**src/ctf_pkg.sv**
```systemverilog
// ============================================================================
// ctf_pkg
// Shared types, constants and the arctangent table of the tilt filter.
// ============================================================================
package ctf_pkg;

    // Angle range in 1/256 degree and one full turn.
    localparam int ANG_LIMIT  = 46080;
    localparam int ANG_SPAN   = 92160;

    // Gyro path weight of one in Q10.
    localparam int WEIGHT_ONE = 1024;

    // Gyro increment: (rate * ms * 64 + GYRO_ROUND) / GYRO_DIV.
    localparam int GYRO_DIV   = 32750;
    localparam int GYRO_ROUND = 16375;

    // Yaw wrap: a bias of half a turn plus whole turns keeps the sum positive before reduction.
    localparam int YAW_WRAP_STEPS = 8;
    localparam int YAW_BIAS       = ANG_LIMIT + ANG_SPAN * 128;

    // Iteration counts of the serial units.
    localparam int ROOT_STEPS  = 24;
    localparam int MUL_STEPS   = 16;
    localparam int DIV_STEPS   = 25;
    localparam int BLEND_STEPS = 11;

    // Configuration register indexes.
    typedef enum logic [2:0] {
        CFG_GYRO_WEIGHT   = 3'd0,
        CFG_ROLL_TRIM     = 3'd1,
        CFG_PITCH_TRIM    = 3'd2,
        CFG_GYRO_OFFSET_X = 3'd3,
        CFG_GYRO_OFFSET_Y = 3'd4,
        CFG_GYRO_OFFSET_Z = 3'd5
    } t_cfg_idx;

    typedef enum logic [1:0] {S_IDLE, S_FRONT, S_BACK, S_DONE} t_top_state;
    typedef enum logic [1:0] {T_IDLE, T_SQB, T_ROOT, T_ROT} t_tilt_state;
    typedef enum logic [1:0] {G_IDLE, G_MUL, G_LOAD, G_DIV} t_gyro_state;
    typedef enum logic [1:0] {B_IDLE, B_MAC, B_FIN} t_blend_state;

    // atan(2^-i) in 1/65536 degree.
    function automatic logic signed [24:0] atan_step(input logic [4:0] idx);
        logic signed [24:0] v;
        case (idx)
            5'd0:    v = 25'sd2949120;
            5'd1:    v = 25'sd1740967;
            5'd2:    v = 25'sd919879;
            5'd3:    v = 25'sd466945;
            5'd4:    v = 25'sd234379;
            5'd5:    v = 25'sd117304;
            5'd6:    v = 25'sd58666;
            5'd7:    v = 25'sd29335;
            5'd8:    v = 25'sd14668;
            5'd9:    v = 25'sd7334;
            5'd10:   v = 25'sd3667;
            5'd11:   v = 25'sd1833;
            5'd12:   v = 25'sd917;
            5'd13:   v = 25'sd458;
            5'd14:   v = 25'sd229;
            5'd15:   v = 25'sd115;
            5'd16:   v = 25'sd57;
            5'd17:   v = 25'sd29;
            5'd18:   v = 25'sd14;
            5'd19:   v = 25'sd7;
            5'd20:   v = 25'sd4;
            5'd21:   v = 25'sd2;
            5'd22:   v = 25'sd1;
            default: v = 25'sd0;
        endcase
        return v;
    endfunction

endpackage

```
**src/ctf_gyro.sv**
```systemverilog
// ============================================================================
// ctf_gyro
// Gyro angle increment: bit-serial rate * ms product, then a restoring
// division by a constant, one quotient bit per cycle, rounded to nearest.
// ============================================================================
module ctf_gyro (
    input  logic               i_clk,
    input  logic               i_rst_n,
    input  logic               i_start,
    input  logic signed [16:0] i_rate,
    input  logic        [15:0] i_ms,
    output logic signed [24:0] o_incr,
    output logic               o_done
);
    ctf_pkg::t_gyro_state r_state, n_state;

    logic        [4:0]  r_cnt;
    logic        [15:0] r_mag;
    logic               r_neg;
    logic        [15:0] r_ms;
    logic        [31:0] r_prod;
    logic        [14:0] r_rem;
    logic        [24:0] r_dlo;
    logic        [24:0] r_q;
    logic signed [24:0] r_incr;
    logic               r_done;

    logic [16:0] w_mag;
    logic [38:0] w_div;
    logic [15:0] w_sh;
    logic [15:0] w_sub;
    logic        w_ge;
    logic [24:0] w_q_nx;
    logic        w_last_mul;
    logic        w_last_div;

    assign w_mag = i_rate[16] ? 17'(-i_rate) : 17'(i_rate);

    // Rounded dividend: rate * ms * 64 plus half the divisor.
    assign w_div = {1'b0, r_prod, 6'd0} + 39'(ctf_pkg::GYRO_ROUND);

    // Restoring division step.
    assign w_sh   = {r_rem, r_dlo[24]};
    assign w_ge   = (w_sh >= 16'(ctf_pkg::GYRO_DIV));
    assign w_sub  = w_sh - 16'(ctf_pkg::GYRO_DIV);
    assign w_q_nx = {r_q[23:0], w_ge};

    assign w_last_mul = (r_cnt == 5'(ctf_pkg::MUL_STEPS - 1));
    assign w_last_div = (r_cnt == 5'(ctf_pkg::DIV_STEPS - 1));

    // Next state.
    always_comb begin
        n_state = r_state;
        case (r_state)
            ctf_pkg::G_IDLE: begin
                if (i_start) n_state = ctf_pkg::G_MUL;
            end
            ctf_pkg::G_MUL: begin
                if (w_last_mul) n_state = ctf_pkg::G_LOAD;
            end
            ctf_pkg::G_LOAD: begin
                n_state = ctf_pkg::G_DIV;
            end
            ctf_pkg::G_DIV: begin
                if (w_last_div) n_state = ctf_pkg::G_IDLE;
            end
            default: begin
                n_state = ctf_pkg::G_IDLE;
            end
        endcase
    end

    // State and completion flag.
    always_ff @(posedge i_clk) begin
        if (!i_rst_n) begin
            r_state <= ctf_pkg::G_IDLE;
            r_done  <= 1'b0;
        end else begin
            r_state <= n_state;
            if (i_start) begin
                r_done <= 1'b0;
            end else if (r_state == ctf_pkg::G_DIV && w_last_div) begin
                r_done <= 1'b1;
            end
        end
    end

    // Datapath.
    always_ff @(posedge i_clk) begin
        case (r_state)
            ctf_pkg::G_IDLE: begin
                if (i_start) begin
                    r_mag  <= w_mag[15:0];
                    r_neg  <= i_rate[16];
                    r_ms   <= i_ms;
                    r_prod <= '0;
                    r_cnt  <= '0;
                end
            end
            ctf_pkg::G_MUL: begin
                r_prod <= {r_prod[30:0], 1'b0} + (r_ms[15] ? {16'd0, r_mag} : 32'd0);
                r_ms   <= {r_ms[14:0], 1'b0};
                r_cnt  <= r_cnt + 5'd1;
            end
            ctf_pkg::G_LOAD: begin
                // The top 14 bits are below the divisor, so no quotient bit there.
                r_rem <= {1'b0, w_div[38:25]};
                r_dlo <= w_div[24:0];
                r_q   <= '0;
                r_cnt <= '0;
            end
            ctf_pkg::G_DIV: begin
                r_rem <= w_ge ? w_sub[14:0] : w_sh[14:0];
                r_dlo <= {r_dlo[23:0], 1'b0};
                r_q   <= w_q_nx;
                r_cnt <= r_cnt + 5'd1;
                if (w_last_div) r_incr <= r_neg ? -w_q_nx : w_q_nx;
            end
            default: begin
            end
        endcase
    end

    assign o_incr = r_incr;
    assign o_done = r_done;

    // The partial remainder always stays below the divisor.
    a_rem_bound: assert property (@(posedge i_clk) disable iff (!i_rst_n)
        r_state == ctf_pkg::G_DIV |-> {1'b0, r_rem} < 16'(ctf_pkg::GYRO_DIV))
        else $error("gyro: division remainder out of bound");

    // Completion is only flagged by the last division step.
    a_done_src: assert property (@(posedge i_clk) disable iff (!i_rst_n)
        $rose(r_done) |-> $past(r_state) == ctf_pkg::G_DIV)
        else $error("gyro: done raised outside the division");

    // The quotient never reaches the top bit, so the sign flip cannot overflow.
    a_q_range: assert property (@(posedge i_clk) disable iff (!i_rst_n)
        r_state == ctf_pkg::G_DIV |-> !r_q[24])
        else $error("gyro: quotient overflow");

endmodule

```
**config.mk**
```make
export PLATFORM = sky130hd
export DESIGN_NAME = ctf_gyro
export DESIGN_NICKNAME = d
export VERILOG_FILES = /design/src/ctf_pkg.sv /design/src/ctf_gyro.sv
export SDC_FILE = /design/constraint.sdc
export NUM_CORES = 1
export LEC_CHECK = 0
export BUFFER_PORTS_ARGS = -buffer_cell sky130_fd_sc_hd__buf_4
export CORE_MARGIN = 10
export CORE_UTILIZATION = 44
export CTS_CLUSTER_SIZE = 28
export DETAILED_ROUTE_END_ITERATION = 10
export MAX_ROUTING_LAYER = met4
export PLACE_DENSITY_LB_ADDON = 0.08
export SYNTH_ARGS = -nofsm -noshare
export SYNTH_HDL_FRONTEND = slang
export SYNTH_SLANG_ARGS = --single-unit
```
**constraint.sdc**
```tcl
create_clock -name i_clk -period 5 [get_ports i_clk]
set_input_delay 0.5 -clock i_clk [delete_from_list [all_inputs] [get_ports i_clk]]
set_output_delay 0.5 -clock i_clk [all_outputs]
set_load 0.005 [all_outputs]
```
# == After elaboration in Yosys (flattened, before gate mapping) ==
# Index checks and enable logic that the tools add are counted.
# classes
addsub,6
magnitude_cmp,1
eq_ne,8
muxes,17
n_bitwise,1
n_reduce_logical,10
# ops
operator,count
$pmux W32 S2,1
$pmux W25 S2,1
$mux W16,3
$pmux W24 S2,1
$add A38 B14 Y39 const B,1
$add A32 B16 Y32,1
$mux W32,1
$pmux W16 S2,1
$pmux W15 S2,1
$mux W25,1
$neg A25 Y25,1
$ge A16 B15 Y1 const B,1
$neg A16 Y16,1
$mux W15,1
$pmux W5 S3,1
$sub A15 B15 Y15 const B,1
$pmux W2 S4,1
$mux W2,3
$ne A2 B2 Y1 const B,3
$reduce_and A2 Y1,3
$add A5 B1 Y5 const B,1
$eq A5 B4 Y1 const B,1
$eq A5 B5 Y1 const B,1
$mux W5,1
other kinds (8),11
# word_totals
regBits,162
out_inout_bits,26
elab_cells,54

# == Depth between registers and ports, before layout ==
# Gate-level depths: netlist of run 1.
# logic_depth
depth_word,3
mapped_depth,11

# == Least setup slack after synthesis of run 1 ==
# No wires, ideal clock.
# synth_timing
path_type,register to register
start,register r_state[1]
end,"register r_ms[0], enable pin"
setup_time_ns,0.464
arrival_time_ns,3.180
required_time_ns,4.536
path_slack_ns,1.357
path_stages_with_launch,6
n_path_buf,1
path_cell_list,dfxtp_1 inv_1 ha_1 clkbuf_1 inv_1 o21bai_1
# synth_via
elab_chain_len,3
elab_cells_between_ends,5
cone_classes,2 x eq/ne; 3 x reduce/logical
# synth_lines
item,line_no,source
from (decl),ctf_gyro.sv:15,"ctf_pkg::t_gyro_state r_state, n_state;"
from (signal assigned),ctf_gyro.sv:76,r_state <= ctf_pkg::G_IDLE;
from (signal assigned),ctf_gyro.sv:79,r_state <= n_state;
$eq A2 B1 Y1 or $logic_not A2 Y1 (tied branches),ctf_gyro.sv:90,case (r_state)
$reduce_bool A2 Y1 (no line) or $ne A2 B2 Y1 (tied branches),--,
$reduce_and A2 Y1 (no line) *,--,
to (signal assigned),ctf_gyro.sv:95,r_ms <= i_ms;
to (signal assigned),ctf_gyro.sv:102,"r_ms <= {r_ms[14:0], 1'b0};"
to (decl),ctf_gyro.sv:20,logic [15:0] r_ms;
# Every way passes the cells marked *; elsewhere a longest branch is shown, timed or not.
# A chain may end at the register's enable or synchronous reset.

# == Worst setup path in the final report of run 1 ==
# layout_timing
start,register r_ms[15]
end,register r_prod[25] (data pin)
# layout_via
elab_chain_len,3
# layout_lines
item,line_no,source
$mux W16,ctf_gyro.sv:101,"r_prod <= {r_prod[30:0], 1'b0} + (r_ms[15] ? {16'd0, r_mag} : 32'd0);"
$add A32 B16 Y32,ctf_gyro.sv:101,
$pmux W32 S2,ctf_gyro.sv:90,
to (signal assigned),ctf_gyro.sv:101,
to (decl),ctf_gyro.sv:21,logic [31:0] r_prod;
# Every way passes these cells.

==> impl_results.md, run 1 <==
* Status: finished clean
* Top Ports at between 60 and 70
* Placed inst area at 0.009517 sq mm
* Largest net degree at the start of global routing at 69
* Die width at between 150 and 200 um
* Layout Nets at 896
* Fill cells at 1756
* CTS max path bufs at 2
* Via count at 5822
* H-tree depth at 4
* Crit Path Max Fanout at 16
* Initial core utilization at 44.92%
* R2r worst-path depth at 10
* Clock root buffer: clkbuf_16
* Synth top area cells: edfxtp_1 (54%), xnor2_1 (6.6%), ha_1 (3.7%), nand2_1 (3.2%), and2_1 (3.0%)
* CTS tree: yes
* P per Cell Area at 580.2 mW/mm^2
* Post-synthesis cell type count at 52
* Initial antenna violation count at 0
* Routed vias/inst at 5.240
* Core Rows at 51
* Post-synth EDFFs at 159
* Cells along the critical path: and2_1, ha_1, inv_1, fa_1, nand2b_1, a21oi_1, o211ai_1, a211o_1, or4_1, a21oi_1
* Post-Route WL at 17340 um
* Core Region at 0.01953 sq mm
* Final min period at 3.124 ns
* Top cell type by total area after synthesis: edfxtp_1
* DRC at 0
* CP Capture Type: register
* Mapped Avg Cell Area at 11.35 sq um
* Worst path max stage delay at 0.54 ns
* WS Path Type: reg2reg
* Crit path DAT at 3.40 ns
* Async set-reset flop share out of synthesis at 0%
* Place WS at 1.862 ns
* WL met3 at 625 um
* Clock Pin Slew Worst Setup and Hold Paths at 0.07 ns
* Cell with the most instances after synthesis: edfxtp_1
* Met1 Wirelength at 8397 um
* First-pass GRT wire length at 29830 um
* Clk sink count at 162
* Register area share after synthesis at about 55%
* Ys flop type: edfxtp_1
* Hold Crit Depth at 2
* Number of global-route vias before repair at 6050
* # hold bufs at CTS at 0
* GP Congestion at 0.8717
* Gr usage total at between 10% and 20%
* I/O Buffers at 61
* Wire per inst at 15.61 um
* CTS resizes at 0
* Worst hold-check path type: in2reg
* Clock skew at 0.006059 ns
* Top routing layer used: met4
* Max-cap viol count at 0
* Postcts setup bufs at 0
* CP delay by family, top: compound AO/OA/AOI/OAI gates
* LEAKAGE at 3.481 nW
* Final Core Density at 51.73%
* Slowest-stage cell, CP: edfxtp_1
* Worst setup SP type: register
* Final Hold Fails at 0
* #FFs+latches synth at 162
* Detailed Place HPWL at 12660 um
* Logic depth of the worst setup path including buffers at 10
* Period utilisation layout at 62.47%
* Synth Warn # at 0
* Area Overhead vs Synth at 15.16%
* Mapped Cells at around 770
* Rel. slew slack at 41.17%
* Maximum VDD drop at 0.0002497 V
* FMAX at 0.3201 GHz
* Buffers & Inverters on Critical Path at 1
* Post-Synthesis Cell Area at slightly below 0.009 sq mm
* First-pass DRT Iterations at 5
* Die area at 0.02598 sq mm
* Most used cell, CP: a21oi_1
* Setup TNS at 0 ns
* Tightest Pin Transition at 0.8825 ns
* Post-route setup slack at 1.876 ns
* Unrepaired setup endpoints after global routing: false
* Mapped Nets at 836
* Post-synth top cells: edfxtp_1 (159), nand2_1 (74), xnor2_1 (66)
* 1st-iter DRT viols at 380
* Synth top area share at a little over half
* Antenna-violating nets left at 0
* # setup viols final at 0
* Number of antenna diodes at 0
* CTS Buf Count at 17
* Max-slew violations at 0
* Skew-Pair Late Insertion Delay at 0.42 ns
* Die Y at 161.2 um
* Final Instance Area at 0.01010 sq mm
* Worst EP required at about 5.3 ns
* Remaining Overflow, GRT at 0
* Ratio of cells with drive above 1 in the final layout at 15.37%
* Met2 WL at approximately 8000 um
==> flip-flops by register name (all words and copies together), names as in the netlist <==
register	count
r_ms	16
r_mag	16
r_cnt	5
r_rem	15
r_prod	32
r_q	24
o_incr	25
r_dlo	25
r_state	2
r_neg	1
o_done	1
==> stage by stage <==
step	cells	hold slack, ns	total power (W)
after floorplan	773	0.4773	0.004047
after global placement	1079	0.4822	0.004548
after detailed placement	1079	0.4936	0.004604
after CTS	1111	0.2299	0.005913
after global routing	1111	0.2255	0.006299
final	1111	0.2480	0.005861
==> cell usage in the layout, fill, tap and decap left out, drive strengths merged, types with 3 or more instances in the layout <==
cell,n
xnor2,66
o31ai,15
clkbuf,17
nor2,49
edfxtp,159
a21o,7
nand2b,20
o211ai,3
and3,10
nor4,5
nand3,23
or4,7
xor2,26
clkinv,5
ha,26
mux2,15
nand4,12
clkinvlp,4
mux2i,17
nand2,74
buf,67
a21oi,36
nor3,17
and2,42
or3,13
inv,23
o41ai,3
or2,3
o21ai,55
dfxtp,3
==> area by class of cell <==
type                       instances  area [sq um]  area share, %
multi-input combinational        566          3776          37.38
tap                              265         331.6          3.283
clock inverter                    15         158.9          1.573
timing repair buffer              67         503.0          4.980
inverter                          19         71.32         0.7061
clock buffer                      17         425.4          4.212
sequential                       162          4835          47.86
==> layer usage <==
| layer | GRT usage (%) | vias up |
|---|---|---|
| li1 | - | 2935 |
| met5 | - | - |
| met1 | 18.04 | 2731 |
| met4 | 5.418 | 0 |
| met3 | 2.974 | 26 |
| met2 | 22.20 | 130 |
==> final timing paths <==
| kind | startpoint | slack, ns | to |
|---|---|---|---|
| worst min-delay path | i_start | 0.25 | o_done$_SDFFE_PP0P_ |
| worst max-delay path | r_ms[15]$_DFFE_PP_ | 1.88 | r_prod[25]$_SDFFCE_PN0P_ |
| worst max register to register | r_ms[15]$_DFFE_PP_ | 1.88 | r_prod[25]$_SDFFCE_PN0P_ |
| worst min register to register | r_dlo[0]$_SDFFCE_PP0P_ | 0.50 | r_dlo[1]$_SDFFCE_PN1P_ |
==> cells by family after synthesis <==
group	after synthesis	synth area share [%]
AO/OA/AOI/OAI	134	9.487
XOR/XNOR	92	9.187
adder cells (fa/ha/maj)	27	3.937
buffers and inverters	45	2.011
flip-flops	162	55.12
multiplexers	32	3.866
AND/OR/NAND/NOR	281	16.39
==> power breakdown <==
group	internal, W	leakage [nW]	switching (W)	total [W]
combinational	0.000792	1.69	0.00115	0.00194
sequential	0.00222	1.52	0.000416	0.00263
clock	0.000741	0.276	0.000550	0.00129
(Power assumes the default switching activity.)
==> run 2: changes to the inputs <==
--- a/config.mk
+++ b/config.mk
@@ -5,6 +5,7 @@
 export SDC_FILE = /design/constraint.sdc
 export NUM_CORES = 1
 export LEC_CHECK = 0
+export ABC_AREA = 1
 export BUFFER_PORTS_ARGS = -buffer_cell sky130_fd_sc_hd__buf_4
 export CORE_MARGIN = 10
 export CORE_UTILIZATION = 44
==> constraint.sdc (replaced) <==
create_clock -name i_clk -period 2.6 [get_ports i_clk]
set_input_delay 0.26 -clock i_clk [delete_from_list [all_inputs] [get_ports i_clk]]
set_output_delay 0.26 -clock i_clk [all_outputs]
set_load 0.005 [all_outputs]
==> impl_results.md, run 2 <==
* Status: finished clean (unchanged)
* Ratio of cells with drive above 1 in the final layout at 11.40% (was 15.37%)
* Final Instance Area at 0.01135 sq mm (was 0.01010 sq mm)
* Met1 Use GR at 21.52% (was 18.04%)
* Async set-reset flop share out of synthesis at 0% (unchanged)
* CP Capture Type: register (unchanged)
* Hold Crit Depth at 3 (was 2)
* Commonest non-fill, non-tap cells in the layout: nand2_1 (389), inv_1 (187), edfxtp_1 (159) (was edfxtp_1 (159), nand2_1 (74), buf_4 (67))
* First-pass GRT wire length at 39070 um (was 29830 um)
* Wire per inst at 14.32 um (was 15.61 um)
* Antenna-violating nets left at 0 (unchanged)
* R2R Path Start: r_ms[15]$_DFFE_PP_ (unchanged)
* Synth top area share at 48.24% (was 54.44%)
* Gr usage total at 17.21% (was 14.27%)
* Met3 GRT Util at 3.100% (was 2.974%)
* Setup TNS at 0 ns (unchanged)
* Mapped Avg Cell Area at 7.925 sq um (was 11.35 sq um)
* Synth top area cells: edfxtp_1 (48%), nand2_1 (15%), inv_1 (7.1%), nor2_1 (4.9%), nand3_1 (4.7%) (was edfxtp_1 (54%), xnor2_1 (6.6%), ha_1 (3.7%), nand2_1 (3.2%), and2_1 (3.0%))
* LEAKAGE at 5.168 nW (was 3.481 nW)
* Clock root buffer: clkbuf_16 (unchanged)
* Die area at 0.02889 sq mm (was 0.02598 sq mm)
* Mapped Nets at 1312 (was 836)
* Inst Count DP at 1579 (was 1079)
* Initial core utilization at 45.08% (was 44.92%)
* Worst hold-check path type: in2reg (unchanged)
* CTS Buf Count at 17 (unchanged)
* Ys flop type: edfxtp_1 (unchanged)
* Register area share after synthesis at 48.84% (was 55.12%)
* Setup slack, reg-to-reg at 0.15 ns (was 1.88 ns)
* Largest Register: r_prod (unchanged)
* Final min period at 2.447 ns (was 3.124 ns)
* GR Util met2 at 28.02% (was 22.20%)
* P per Cell Area at 1073 mW/mm^2 (was 580.2 mW/mm^2)
* Largest net degree at the start of global routing at 65 (was 69)
* Post-Synthesis Cell Area at 0.009898 sq mm (was 0.008771 sq mm)
* Post-synth top cells: nand2_1 (392), inv_1 (188), edfxtp_1 (159) (was edfxtp_1 (159), nand2_1 (74), xnor2_1 (66))
* Post-synthesis cell type count at 45 (was 52)
* Number of global-route vias before repair at 8046 (was 6050)
* Clock Pin Slew Worst Setup and Hold Paths at 0.07 ns (about the same)
* CTS max path bufs at 2 (unchanged)
* R2r worst-path depth at 10 (unchanged)
* Core Rows at 54 (was 51)
* Commonest non-fill, non-tap cell in the layout: nand2_1 (was edfxtp_1)
* Post-Route WL at 23100 um (was 17340 um)
* Core Region at 0.02196 sq mm (was 0.01953 sq mm)
* Worst EP required at 2.79 ns (was 5.28 ns)
* Post-synth EDFFs at 159 (unchanged)
* Crit Path Max Fanout at 7 (was 16)
* Remaining Overflow, GRT at 0 (unchanged)
* Unrepaired setup endpoints after global routing: false (unchanged)
* Skew-Pair Late Insertion Delay at 0.43 ns (was 0.42 ns)
* Critical Path Sink: r_prod[24]$_SDFFCE_PN0P_ (was r_prod[25]$_SDFFCE_PN0P_)
* Mapped Cells at 1249 (was 773)
* Clk sink count at 162 (unchanged)
* Post-route setup slack at 0.1534 ns (was 1.876 ns)
* Synth Warn # at 0 (unchanged)
* Detailed Place HPWL at 17200 um (was 12660 um)
* Critical Path Start: r_ms[15]$_DFFE_PP_ (unchanged)
* Hold WS at 0.07878 ns (was 0.2480 ns)
* Routed vias/inst at 4.969 (was 5.240)
* Rel. slew slack at 43.67% (was 41.17%)
* GP Congestion at 0.9273 (was 0.8717)
* Maximum VDD drop at 0.0005215 V (was 0.0002497 V)
* Layout Nets at 1384 (was 896)
* Die Y at 170.0 um (was 161.2 um)
* Top cell type by total area after synthesis: edfxtp_1 (unchanged)
* DRC at 0 (unchanged)
* Worst setup SP type: register (unchanged)
* Most used routing layer: met2 (unchanged)
* #FFs+latches synth at 162 (unchanged)
* Top Ports at 62 (unchanged)
* Post-Layout Cell Count at 1613 (was 1111)
* Tightest Pin Transition at 0.8449 ns (was 0.8825 ns)
* First-pass DRT Iterations at 5 (unchanged)
* 1st-iter DRT viols at 482 (was 380)
* FMAX at 0.4087 GHz (was 0.3201 GHz)
* H-tree depth at 4 (unchanged)
* Max-cap viol count at 0 (unchanged)
* Placed inst area at 0.01073 sq mm (was 0.009517 sq mm)
* Number of antenna diodes at 0 (unchanged)
* CTS tree: yes (unchanged)
* Initial antenna violation count at 0 (unchanged)
* Crit path DAT at 2.64 ns (was 3.40 ns)
* Largest register FFs at 32 (unchanged)
* Period utilisation layout at 94.10% (was 62.47%)
* Final Hold Fails at 0 (unchanged)
* Reg2reg end: r_prod[24]$_SDFFCE_PN0P_ (was r_prod[25]$_SDFFCE_PN0P_)
* Via count at 8015 (was 5822)
* Max-slew violations at 0 (unchanged)
* Die width at 170.0 um (was 161.2 um)
* Area Overhead vs Synth at 14.69% (was 15.16%)
* Cell with the most instances after synthesis: nand2_1 (was edfxtp_1)
* Place WS at -0.06195 ns (was 1.862 ns)
* I/O Buffers at 61 (unchanged)
* Clock skew at 0.009901 ns (was 0.006059 ns)
* WS Path Type: reg2reg (unchanged)
* # setup viols final at 0 (unchanged)
## run 2: cell count changes in the layout (fill, tap and decap cells not counted), sizes merged, moves of 17 or more
cell / delta
nand2b: -19
and2: -41
inv: +173
nor2: +86
xnor2: -53
nand2: +328
mux2i: -17
nand3: +70
## run 2: how the worst min path moves through the flow
stage	slack (ns)	start	endpoint
2_1_floorplan	0.33	i_start	o_done$_SDFFE_PP0P_
3_5_place_dp	0.45	i_start	o_done$_SDFFE_PP0P_
6_report	0.08	i_rst_n	r_state[0]$_SDFFE_PN0P_
3_3_place_gp	0.44	i_start	o_done$_SDFFE_PP0P_
4_1_cts	0.07	i_rst_n	r_state[0]$_SDFFE_PN0P_
5_1_grt	0.08	i_ms[1]	r_ms[1]$_DFFE_PP_
## run 2: cell type report
| cell class | instances | area [sq um] |
|---|---|---|
| Timing Repair Buffer | 77 | 595.6 |
| Clock buffer | 20 | 436.7 |
| Sequential cell | 162 | 4835 |
| Inverter | 193 | 726.9 |
| Fill cell | 2135 | 10610 |
| Multi-Input combinational cell | 870 | 4285 |
| Tap cell | 280 | 350.3 |
| Clock inverter | 11 | 122.6 |
## run 2: critical path, cell delays in order, from the launching register on
cell and delay [ns]:
edfxtp_1 0.50, nand2_1 0.11, inv_1 0.04, ha_1 0.36
nand2_1 0.13, nor2_1 0.22, inv_1 0.10, nor3_1 0.39
nand3_1 0.16, a21oi_1 0.14, nor2_1 0.06
## run 2: cells by family after synthesis
family                   after synthesis  synth area share (%)
XOR/XNOR                              39                 3.451
AND/OR/NAND/NOR                      693                 29.73
buffers and inverters                217                 8.431
adder cells (fa/ha/maj)               27                 3.489
flip-flops                           162                 48.84
AO/OA/AOI/OAI                        111                 6.055
## run 2: timing repair
action                     4_1_cts  5_1_grt
hold endpoints to repair         2        0
setup buffers                    0        1
resized for setup                1       11
pin swaps                        0        2
hold buffers                     2        0
cloned                           0        0
setup endpoints to repair        2       16
## run 2: per-layer routing
layer | share of wire [%] | vias to the layer above
met5 | 0 | -
met4 | 1.4 | 0
met3 | 4.3 | 22
met2 | 46 | 174
met1 | 48 | 3628
li1 | - | 4191
## run 2: where the power goes
| group | switching, W | total, W | internal (W) | leakage (nW) |
|---|---|---|---|---|
| Clock | 0.00113 | 0.00247 | 0.00134 | 0.273 |
| Combinational | 0.00317 | 0.00465 | 0.00147 | 3.36 |
| Sequential | 0.000782 | 0.00507 | 0.00429 | 1.53 |
## run 2: per-stage QoR
| stage | total power (W) | utilization [%] |
|---|---|---|
| finish | 0.01218 | 51.70 |
| detailed placement | 0.009717 | 48.84 |
| floorplan | 0.008266 | - |
| global route | 0.01320 | 51.70 |
| CTS | 0.01221 | 51.50 |
| global placement | 0.009667 | 48.84 |
==> run 3: changes to the inputs <==
--- a/config.mk
+++ b/config.mk
@@ -9,6 +9,7 @@
 export BUFFER_PORTS_ARGS = -buffer_cell sky130_fd_sc_hd__buf_4
 export CORE_MARGIN = 10
 export CORE_UTILIZATION = 44
+export CTS_BUF_LIST = sky130_fd_sc_hd__clkbuf_4 sky130_fd_sc_hd__clkbuf_8
 export CTS_CLUSTER_SIZE = 28
 export DETAILED_ROUTE_END_ITERATION = 10
 export MAX_ROUTING_LAYER = met4
==> impl_results.md, run 3 (synthesized netlist as in run 2, its figures left out) <==
* Maximum VDD drop at 0.0004429 V (was 0.0005215 V)
* Unrepaired setup endpoints after global routing: true (was false)
* Max-slew violations at 0 (unchanged)
* Largest Register: r_prod (unchanged)
* Post-Route WL at 23040 um (was 23100 um)
* Hold WS at 0.03369 ns (was 0.07878 ns)
* Final min period at 2.513 ns (was 2.447 ns)
* Setup TNS at 0 ns (unchanged)
* Clock root buffer: clkbuf_8 (was clkbuf_16)
* DRC at 0 (unchanged)
* Die width at 170.0 um (unchanged)
* CTS max path bufs at 2 (unchanged)
* Die area at 0.02889 sq mm (unchanged)
* CTS tree: yes (unchanged)
* Worst hold-check path type: in2reg (unchanged)
* Clock Pin Slew Worst Setup and Hold Paths at 0.10 ns (was 0.07 ns)
* I/O Buffers at 61 (unchanged)
* Detailed Place HPWL at 17200 um (unchanged)
* Clock skew at 0.01590 ns (was 0.009901 ns)
* Initial antenna violation count at 0 (unchanged)
* Commonest non-fill, non-tap cells in the layout: nand2_1 (390), inv_1 (187), edfxtp_1 (159) (was nand2_1 (389), inv_1 (187), edfxtp_1 (159))
* GP Congestion at 0.9273 (unchanged)
* Final Hold Fails at 0 (unchanged)
* Rel. slew slack at 43.40% (was 43.67%)
* Ratio of cells with drive above 1 in the final layout at 11.60% (was 11.40%)
* Core Region at 0.02196 sq mm (unchanged)
* WS Path Type: reg2reg (unchanged)
* Remaining Overflow, GRT at 0 (unchanged)
* Final Instance Area at 0.01118 sq mm (was 0.01135 sq mm)
* Number of antenna diodes at 0 (unchanged)
* FMAX at 0.3979 GHz (was 0.4087 GHz)
* Area Overhead vs Synth at 12.94% (was 14.69%)
* Worst setup SP type: register (unchanged)
* First-pass GRT wire length at 38990 um (was 39070 um)
* LEAKAGE at 5.099 nW (was 5.168 nW)
* # setup viols final at 0 (unchanged)
* Largest register FFs at 32 (unchanged)
* CP Capture Type: register (unchanged)
* Tightest Pin Transition at 0.8490 ns (was 0.8449 ns)
* Skew-Pair Late Insertion Delay at 0.47 ns (was 0.43 ns)
* Fill cells at 2164 (was 2135)
* P per Cell Area at 1033 mW/mm^2 (was 1073 mW/mm^2)
* Die Y at 170.0 um (unchanged)
* Worst EP required at 2.83 ns (was 2.79 ns)
* CTS Buf Count at 17 (unchanged)
* Antenna-violating nets left at 0 (unchanged)
* Crit path DAT at 2.75 ns (was 2.64 ns)
* Layout Nets at 1387 (was 1384)
* H-tree depth at 4 (unchanged)
* Initial core utilization at 45.08% (unchanged)
* Number of global-route vias before repair at 8062 (was 8046)
* Top Ports at 62 (unchanged)
* Gr usage total at 17.14% (was 17.21%)
* Largest net degree at the start of global routing at 65 (unchanged)
* Max-cap viol count at 0 (unchanged)
* Status: finished clean (unchanged)
* Crit Path Max Fanout at 7 (unchanged)
* Placed inst area at 0.01073 sq mm (unchanged)
* Via count at 8012 (was 8015)
* Clk sink count at 162 (unchanged)
* Commonest non-fill, non-tap cell in the layout: nand2_1 (unchanged)
* 1st-iter DRT viols at 457 (was 482)
* First-pass DRT Iterations at 5 (unchanged)
* Core Rows at 54 (unchanged)
* Period utilisation layout at 96.66% (was 94.10%)
* Total Power at 0.01155 W (was 0.01218 W)
* Wire per inst at 14.26 um (was 14.32 um)
* Routed vias/inst at 4.958 (was 4.969)
run 3: path summary, 6_finish.rpt:
check / from / end / slack [ns] / depth (start not counted)
hold / removal: i_rst_n / r_state[0]$_SDFFE_PN0P_ / 0.03 / 3
setup reg to reg: r_ms[15]$_DFFE_PP_ / r_prod[24]$_SDFFCE_PN0P_ / 0.09 / 11
setup / recovery: r_ms[15]$_DFFE_PP_ / r_prod[24]$_SDFFCE_PN0P_ / 0.09 / 11
hold reg to reg: r_dlo[1]$_SDFFCE_PN1P_ / r_dlo[2]$_SDFFCE_PN1P_ / 0.51 / 1
run 3: timing repair:
action                     4_1_cts  5_1_grt
setup endpoints to repair        2       17
gates cloned                     0        0
hold buffers                     2        0
resized for setup                1        7
buffers inserted                 0        4
hold endpoints to repair         2        0
pin swaps                        0        3
run 3: critical path, cell delays in order (launching register included):
cell and delay [ns]:
edfxtp_1 0.51, buf_4 0.18, nand2_1 0.06, inv_1 0.04, ha_1 0.34, nand2_1 0.12, nor2_1 0.20, inv_1 0.10
nor3_1 0.37, nand3_1 0.16, a21oi_1 0.14, nor2_1 0.06
run 3: stage by stage:
step	instances	utilization, %	setup WS (ns)
after CTS	1612	50.68	0.08037
after global placement	1579	48.84	-0.08656
after global routing	1616	50.91	-0.05149
after detailed placement	1579	48.84	-0.06195
after floorplan	1249	-	0.08846
final	1616	50.91	0.08676
run 3: where the power goes:
part | internal [W] | leakage [nW] | switching (W)
combinational | 0.00148 | 3.37 | 0.00315
sequential | 0.00428 | 1.53 | 0.000783
clock | 0.000813 | 0.196 | 0.00103
run 3: metal layers:
| layer | vias up | routed length (um) | track usage (%) |
|---|---|---|---|
| li1 | 4201 | - | - |
| met5 | - | 0 | - |
| met4 | 0 | 350 | 5.187 |
| met1 | 3611 | 10980 | 21.45 |
| met3 | 26 | 943 | 2.730 |
| met2 | 174 | 10760 | 28.07 |
run 3: area by class of cell:
cell class              instances  area (sq um)  share of cell area (%)
well taps                     280         350.3                   3.134
inverters                     193         726.9                   6.503
flip-flops and latches        162          4835                   43.25
clock buffers                  20         256.5                   2.294
multi-input cells             870          4270                   38.20
clock inverters                11         122.6                   1.097
repair buffers                 80         618.1                   5.529
